$ cat src/sv/hspe_ram.sv
// ----------------------------------------------------------------------------
// hspe_ram
// generic simple dual port ram, one write port, one registered read port
// ----------------------------------------------------------------------------
module hspe_ram #(
    parameter int WIDTH = 8,
    parameter int DEPTH = 16
) (
    input  logic                     clk,
    input  logic                     we,
    input  logic [$clog2(DEPTH)-1:0] waddr,
    input  logic [WIDTH-1:0]         wdata,
    input  logic [$clog2(DEPTH)-1:0] raddr,
    output logic [WIDTH-1:0]         rdata
);

    logic [WIDTH-1:0] mem [DEPTH];

    always_ff @(posedge clk)
    begin
        if (we)
        begin
            mem[waddr] <= wdata;
        end
        rdata <= mem[raddr];
    end

endmodule

$ cat config.mk
export PLATFORM = sky130hd
export DESIGN_NAME = hspe_ram
export DESIGN_NICKNAME = d
export VERILOG_FILES = /design/src/sv/hspe_ram.sv
export SDC_FILE = /design/constraint.sdc
export NUM_CORES = 1
export LEC_CHECK = 0
export BUFFER_PORTS_ARGS = -buffer_cell sky130_fd_sc_hd__buf_2
export CORE_AREA = 2 2 101 103
export CTS_CLUSTER_SIZE = 12
export DETAILED_ROUTE_END_ITERATION = 10
export DIE_AREA = 0 0 103 105
export GPL_TIMING_DRIVEN = 0
export PLACE_DENSITY = 0.73
export SLEW_MARGIN = 15
export SYNTH_ARGS = -nofsm -noshare
export SYNTH_HDL_FRONTEND = slang
export SYNTH_SLANG_ARGS = --single-unit
$ cat constraint.sdc
create_clock -name clk -period 1.5 [get_ports clk]
set_input_delay 0.075 -clock clk [delete_from_list [all_inputs] [get_ports clk]]
set_output_delay 0.075 -clock clk [all_outputs]
set_load 0.03 [all_outputs]
### After elaboration in Yosys (flattened, before gate mapping)

Memories as Yosys holds them, arrays and structs flattened. A register that Yosys moved wholly into a read port is not among the register bits.
Cells that the tools add are included.

| word-level totals | value |
|---|---|
| logic and storage cells | 3 |
| RAM bits | 128 |
| flip-flop bits (word level) | 0 |
| memories kept | 1 |

Memory list:

| name | depth | bits a word | read ports | clocked after Yosys merged registers in | wr ports | RTL line | text |
|---|---|---|---|---|---|---|---|
| mem | 16 | 8 | 1 | 1 | 1 | 17 | `logic [WIDTH-1:0] mem [DEPTH];` |

| cells by class | value |
|---|---|
| multiplexer cells | 2 |

Operators by type and width:

| kind | number |
|---|---|
| 1-bit 2-to-1 mux | 2 |

### Depth between registers and ports, before layout

Gate-level depths: netlist of run 1.

| logic depth | value |
|---|---|
| depth in word-level cells | 2 |
| depth in mapped cells | 5 |

### Worst setup path after synthesis of run 1

No wires, ideal clock.

| timing | value |
|---|---|
| path type | in2reg |
| from | input port waddr[2] |
| to | memory mem[0][0] (enable) |
| path slack | -0.068 ns |
| stages | 2 |
| data arrival time | 1.185 ns |
| path buffers | 0 |
| path through | or3b_2 nor3_1 |

RTL lines:

| element | RTL line | text |
|---|---|---|
| start: declaration | 11 | `input logic [$clog2(DEPTH)-1:0] waddr,` |
| end: declaration | 17 |  |

No word-level cell before the write port.

==> results.txt, run 1 <==
Status: finished clean
Vias in the first global route: 2444
Antenna cell count: 0
Total CTS buffers: 17
DP Area: 5450 sq um
Initial Utilization: 53.4%
Root Buffer: clkbuf_8
Slew margin rel.: 45.9%
Critical path type: reg2reg
Post-route cell area: 6140 sq um
Slew @ Worst Pin: 0.806 ns
Die X: 103 um
# DRC: 0
Ys Warns: 0
Cell chain of the critical path: mux4_2 > a22oi_1 > nand2_1
Syn_nets: 247
Area grow syn2layout: 19.3%
Worst-path clk slew: 0.06 ns
Final setup fails: 0
Non-filler instance count after layout: 426
CTS tree: built
DP Worst Slack: -0.237 ns
Power Dens Cells: 1450 nW/um^2
Post-route setup TNS: 0 ns
DR iter-0 viols: 291
Lkg Pwr: 2.06 nW
Per-cell routed wire length: 22.9 um
WP data required: 1.90 ns
Die footprint: 10800 sq um
Routed vias/inst: 5.77
Avg Cell Area, Syn: 22.5 sq um
Largest net degree at the start of global routing: 17
Hpwl dp: 6.07 mm
Port Buffers: 24
Initial antenna violation count: 0
Fillers: 660
Netlist cell types: 19
Fmax: 0.690 GHz
Hold Crit Class: in2reg
Post-Synthesis Cell Area: 5150 sq um
CTS Buffer Depth: 2
Share of cells above drive strength 1: 29.7%
Final period util: 96.7%
Die Ht: 105 um
# clock sinks: 136
Most frequent cells in the layout: 128 x edfxtp_1, 27 x buf_2, 18 x mux4_2
Via count: 2457
GRT Util Overall: 20.0%
H-tree depth: 4
Peak VDD IR: 0.810 mV
Drt first pass iters: 4
Hold violation count in the final report: 0
Clock insertion delay at the later pin of the skew report: 0.52 ns
Startpoint types: register
Commonest non-fill, non-tap cell in the layout: edfxtp_1
FF+latch count, synth: 136
Max stage delay on crit path: 0.48 ns
Boundary Pins: 26
Core Box Area: 9640 sq um
Post-route ant nets: 0
Post-Synthesis Cells: 229
Crit-path leading delay family: multiplexers
Buf+Inv Stages, Crit Path: 0
Total gr overflow: 0
Max-Cap Viols: 0
Final Power: 8.91 mW
Worst Setup End Kind: register
Final WS setup: 0.0497 ns
# nets final: 298
Register area share after synthesis: 77.8%
Post-CTS Setup Bufs: 0
Area of the multi-input gates: 1090 sq um
Fin Hold WS: 0.0961 ns
Clk_skew: 0.00531 ns
Final Critical Period: 1.45 ns
Row cnt: 36
Routed wire length: 9.75 mm
Crit Path Max Fanout: 1
Max Slew Vio Count: 0
Finished Core Util: 63.7%
Worst EP arrival: 1.85 ns
GPL Wtd Cong: 0.794
Setup repair after global routing missed its margin: no
Crit-path slowest cell: mux4_2
Inst Count DP: 386
First-pass GRT wire length: 14.6 mm
FF+latch area: 4000 sq um
==> worst paths after layout <==
check | cells past startpoint | slack (ns) | from | endpoint
worst max-delay path | 3 | 0.05 | mem[0][7]$_DFFE_PP_ | rdata[7]$_DFF_P_
worst min-delay path | 2 | 0.1 | waddr[0] | mem[0][4]$_DFFE_PP_
worst max register to register | 3 | 0.05 | mem[0][7]$_DFFE_PP_ | rdata[7]$_DFF_P_
worst min register to register | 3 | 0.67 | mem[15][1]$_DFFE_PP_ | rdata[1]$_DFF_P_
==> synthesized netlist by cell type <==
master	number	share of area, %
and2_1	1	0.12
a22oi_1	16	2.3
or3b_2	1	0.17
buf_4	1	0.15
nand2b_1	2	0.24
nor3_1	4	0.39
nand3_1	1	0.097
clkdlybuf4s25_2	3	0.58
buf_6	3	0.66
mux4_1	14	7.1
edfxtp_1	128	75
nor2b_1	1	0.12
and2b_1	1	0.15
nand3b_1	2	0.29
nor2_1	13	0.95
dfxtp_1	8	3.1
buf_2	3	0.29
mux4_2	18	7.9
nand2_1	9	0.66
==> cell type report <==
cell class | instances | area share [%]
tap | 133 | 2.71
multi-input combinational | 83 | 17.7
buffer | 10 | 1.41
clock inverter | 14 | 2.95
clock buffer | 18 | 6.80
timing repair buffer | 32 | 3.26
sequential | 136 | 65.2
==> registers in the layout (all words and copies together), names as in the netlist <==
register  flops
mem         128
rdata         8
==> where the power goes <==
group | leakage (nW) | switching, mW | internal (mW)
Clock | 0.283 | 1.49 | 2.68
Combinational | 0.554 | 0.287 | 0.185
Sequential | 1.22 | 0.0195 | 4.25
==> layer usage <==
layer  track usage [%]  up-vias  part of all wire (%)
met5                 0        -                     0
met3              6.89       18                   9.5
li1                  -     1074                     -
met1              28.5     1249                    39
met4              6.20        0                   1.7
met2              29.5      116                    50
==> timing repair <==
item / CTS / global route
endpoints found under the hold margin: 128 / 0
resized for setup: 0 / 2
setup endpoints to repair: 0 / 2
hold buffers: 8 / 0
==> cell families after synthesis <==
family / after synthesis / share of synthesized area [%]
DFF: 136 / 77.8
buffers and inverters: 10 / 1.68
AOI/OAI and AO/OA: 16 / 2.33
muxes: 32 / 15.0
and+or+nand+nor: 35 / 3.18
No activity file was read; power rests on OpenSTA's default activity.
==> inputs of run 2 (changes only) <==
==> constraint.sdc (replaced) <==
create_clock -name clk -period 1.5 [get_ports clk]
set_input_delay 0.15 -clock clk [delete_from_list [all_inputs] [get_ports clk]]
set_output_delay 0.15 -clock clk [all_outputs]
set_load 0.1 [all_outputs]
==> results.txt, run 2 (same netlist as run 1, synthesis figures left out) <==
Non-filler instance count after layout: 418
Most frequent cells in the layout: 128 x edfxtp_1, 27 x buf_2, 18 x mux4_2
Status: finished clean
Max stage delay on crit path: 0.48 ns
Post-route ant nets: 0
Hold Crit Class: in2reg
Initial antenna violation count: 0
# clock sinks: 136
Worst-path clk slew: 0.06 ns
Worst hold endpoint: mem[3][0]$_DFFE_PP_
Crit path launch: mem[0][7]$_DFFE_PP_
Routed wire length: 9.69 mm
R2r endpoint: rdata[7]$_DFF_P_
Regs by FF count: mem (128), rdata (8)
Root Buffer: clkbuf_8
Max-Cap Viols: 0
H-tree depth: 4
Power Dens Cells: 1490 nW/um^2
GRT Util Overall: 19.9%
R2R depth: 3
Final WS setup: 0.0406 ns
Share of cells above drive strength 1: 30.5%
Initial Utilization: 53.4%
Hpwl dp: 6.07 mm
Port Buffers: 24
Largest register FFs: 128
Total CTS buffers: 17
CTS Buffer Depth: 2
Crit-path slowest cell: mux4_2
Lkg Pwr: 2.03 nW
Worst Setup End Kind: register
Antenna cell count: 0
Hold violation count in the final report: 0
R2r setup slk: 0.04 ns
Final Power: 9.02 mW
Vias in the first global route: 2401
Critical path type: reg2reg
Post-route setup TNS: 0 ns
CTS tree: built
Crit Path Max Fanout: 1
# nets final: 290
Via count: 2467
Final setup fails: 0
Startpoint types: register
GPL Wtd Cong: 0.794
Clock insertion delay at the later pin of the skew report: 0.52 ns
# DRC: 0
Peak VDD IR: 0.823 mV
Die X: 103 um
Commonest non-fill, non-tap cell in the layout: edfxtp_1
Cell chain of the critical path: mux4_2 > a22oi_1 > nand2_1
Per-cell routed wire length: 23.2 um
Die footprint: 10800 sq um
Fin Hold WS: 0.0297 ns
Boundary Pins: 26
First-pass GRT wire length: 14.5 mm
Final period util: 97.3%
Routed vias/inst: 5.90
Setup repair after global routing missed its margin: no
Slew @ Worst Pin: 0.804 ns
Core Box Area: 9640 sq um
Fmax: 0.685 GHz
Drt first pass iters: 4
Worst Hold Path Cells: 1
Area grow syn2layout: 17.8%
Inst Count DP: 386
Row cnt: 36
Reg with most FFs: mem
Final Critical Period: 1.46 ns
FF-to-FF Start: mem[0][7]$_DFFE_PP_
Die Ht: 105 um
Worst hold start: wdata[0]
DP Worst Slack: -0.312 ns
Worst EP arrival: 1.86 ns
Largest net degree at the start of global routing: 17
DR iter-0 viols: 256
WP data required: 1.90 ns
Max Slew Vio Count: 0
Total gr overflow: 0
Hold buffers post-CTS: 0
Clk_skew: 0.00804 ns
Slew margin rel.: 46.2%
==> run 2: cell count changes in the layout (fill, tap and decap cells not counted), sizes merged <==
cell | before | now
dlygate4sd3 | 8 | 0
==> run 2: repair_timing <==
action	4_1_cts	5_1_grt
setup endpoints to repair	0	2
setup buffers	0	0
resized for setup	0	2
==> run 2: how the worst max path moves through the flow <==
stage                          end  cells after the start  slack (ns)
3_5_place_dp   mem[3][1]$_DFFE_PP_                      3       -0.31
5_1_grt           rdata[7]$_DFF_P_                      3        0.01
3_3_place_gp   mem[4][7]$_DFFE_PP_                      3       -0.41
6_report          rdata[7]$_DFF_P_                      3        0.04
4_1_cts           rdata[0]$_DFF_P_                      3        0.03
2_1_floorplan  mem[3][0]$_DFFE_PP_                      2        0.08
==> run 2: per-stage QoR <==
stage,utilization [%],instance area (sq um)
2_1_floorplan,-,5150
3_3_place_gp,56.4,5440
6_report,62.9,6060
5_1_grt,62.9,6060
3_5_place_dp,56.6,5450
4_1_cts,62.8,6050
==> run 2: metal layers <==
layer	global-route usage, %	share of wire [%]	up-vias
li1	-	-	1062
met1	28.4	41	1272
met2	29.2	50	116
met3	6.89	7.4	17
met4	6.20	1.4	0
met5	0	0	-
==> run 2: critical path, delay by kind of cell, from the launching register on <==
| kind | cells | cell delay, ns |
|---|---|---|
| AOI/OAI and AO/OA | 1 | 0.38 |
| muxes | 1 | 0.48 |
| and+or+nand+nor | 1 | 0.09 |
| DFF | 1 | 0.39 |
==> run 2: final cells by class <==
type / count / area (sq um)
clock buffer: 18 / 418
multi-input combinational: 83 / 1090
tap: 133 / 166
sequential: 136 / 4000
fill: 666 / 3580
buffer: 10 / 86.3
clock inverter: 14 / 181
timing repair buffer: 24 / 120
==> run 2: where the power goes <==
part	internal (mW)	total [mW]	leakage, nW	switching [mW]
clock network	2.68	4.16	0.283	1.48
logic	0.171	0.591	0.520	0.420
registers	4.25	4.27	1.22	0.0197
==> inputs of run 3 (changes only) <==
==> constraint.sdc (replaced) <==
create_clock -name clk -period 1.5 [get_ports clk]
set_input_delay 0.225 -clock clk [delete_from_list [all_inputs] [get_ports clk]]
set_output_delay 0.225 -clock clk [all_outputs]
set_load 0.1 [all_outputs]
==> results.txt, run 3 (same netlist as run 1, synthesis figures left out) <==
Status: finished clean
Share of cells above drive strength 1: 30.5%
Die X: 103 um
Post-route cell area: 6080 sq um
Row cnt: 36
DP Area: 5450 sq um
Worst-path clk slew: 0.06 ns
Via count: 2441
Routed vias/inst: 5.84
Setup repair after global routing missed its margin: no
Slew @ Worst Pin: 0.796 ns
Die footprint: 10800 sq um
WP data required: 1.27 ns
Area grow syn2layout: 18.1%
Worst Hold Path Cells: 1
Slew margin rel.: 46.7%
# DRC: 0
Worst Setup End Kind: primary output
Root Buffer: clkbuf_8
Worst hold endpoint: mem[3][0]$_DFFE_PP_
Largest register FFs: 128
Initial Utilization: 53.4%
Commonest non-fill, non-tap cell in the layout: edfxtp_1
Final period util: 97.9%
Initial antenna violation count: 0
Crit-path slowest cell: buf_2
Post-CTS Setup Bufs: 0
DP Worst Slack: -0.387 ns
Core Box Area: 9640 sq um
H-tree depth: 4
R2r setup slk: 0.05 ns
Peak VDD IR: 0.823 mV
Boundary Pins: 26
Hpwl dp: 6.07 mm
CTS resizes: 0
Final Critical Period: 1.47 ns
Hold buffers post-CTS: 0
# clock sinks: 136
GRT Util Overall: 19.9%
Vias in the first global route: 2401
# nets final: 290
Most frequent cells in the layout: 128 x edfxtp_1, 21 x buf_2, 18 x mux4_2
R2R depth: 3
Max stage delay on crit path: 0.42 ns
Worst EP arrival: 1.24 ns
Final Power: 9.03 mW
Reg with most FFs: mem
Clk_skew: 0.00702 ns
Buf+Inv Stages, Crit Path: 1
Lkg Pwr: 2.03 nW
Total CTS buffers: 17
Finished Core Util: 63.1%
Fmax: 0.681 GHz
Final WS setup: 0.0308 ns
Die Ht: 105 um
Power Dens Cells: 1490 nW/um^2
Regs by FF count: mem (128), rdata (8)
CTS Buffer Depth: 2
Cell chain of the critical path: buf_2
Max-Cap Viols: 0
First-pass GRT wire length: 14.5 mm
Max Slew Vio Count: 0
Post-route ant nets: 0
Routed wire length: 9.71 mm
GPL Wtd Cong: 0.794
Hold Crit Class: in2reg
Fillers: 668
Port Buffers: 24
Worst hold start: wdata[0]
Hold violation count in the final report: 0
Critical path type: reg2out
Clock insertion delay at the later pin of the skew report: 0.52 ns
CTS tree: built
Final setup fails: 0
Largest net degree at the start of global routing: 17
Startpoint types: register
Per-cell routed wire length: 23.2 um
R2r endpoint: rdata[4]$_DFF_P_
Total gr overflow: 0
Crit Path Max Fanout: 1
Inst Count DP: 386
DR iter-0 viols: 237
Antenna cell count: 0
Crit-path leading delay family: buffers and inverters
Drt first pass iters: 4
FF-to-FF Start: mem[10][4]$_DFFE_PP_
Non-filler instance count after layout: 418
==> run 3: cell type report <==
| type | instances | area, sq um | share of cell area, % |
|---|---|---|---|
| sequential | 136 | 4000 | 65.9 |
| multi-input combinational | 83 | 1090 | 17.9 |
| clock buffer | 18 | 418 | 6.88 |
| clock inverter | 14 | 181 | 2.98 |
| tap | 133 | 166 | 2.74 |
| timing repair buffer | 24 | 135 | 2.22 |
| buffer | 10 | 86.3 | 1.42 |
==> run 3: worst reg2reg max path, stage by stage, from the launching register on <==
cell      delay, ns
edfxtp_1       0.38
mux4_1         0.53
a22oi_1        0.30
nand2_1        0.11
==> run 3: through the flow <==
| stage | TNS (ns) | hold WS, ns |
|---|---|---|
| floorplan | 0 | 0.324 |
| global placement | -30.29 | 0.625 |
| detailed placement | -22.33 | 0.636 |
| CTS | 0 | 0.0890 |
| global route | 0 | 0.0994 |
| finish | 0 | 0.105 |
==> run 3: report_power, final <==
group          internal, mW  total (mW)  switching [mW]
Clock                  2.68        4.16            1.49
Combinational         0.180       0.600           0.420
Sequential             4.25        4.27          0.0205
==> run 3: worst max path at each step <==
stage,slack (ns),cells after the start,end,from
after detailed placement,-0.39,3,mem[3][1]$_DFFE_PP_,waddr[2]
after global routing,0.001,1,rdata[4],rdata[4]$_DFF_P_
after CTS,0.02,1,rdata[4],rdata[4]$_DFF_P_
final,0.03,1,rdata[4],rdata[4]$_DFF_P_
after global placement,-0.49,3,mem[4][7]$_DFFE_PP_,waddr[3]
after floorplan,0.009,2,mem[3][0]$_DFFE_PP_,waddr[2]
==> run 3: metal layers <==
layer  up-vias  wire length, um  GRT usage, %
met5         -                0             0
met4         0              123          6.20
met3        15              999          6.89
met2       124             4820          29.2
met1      1240             3770          28.4
li1       1062                -             -
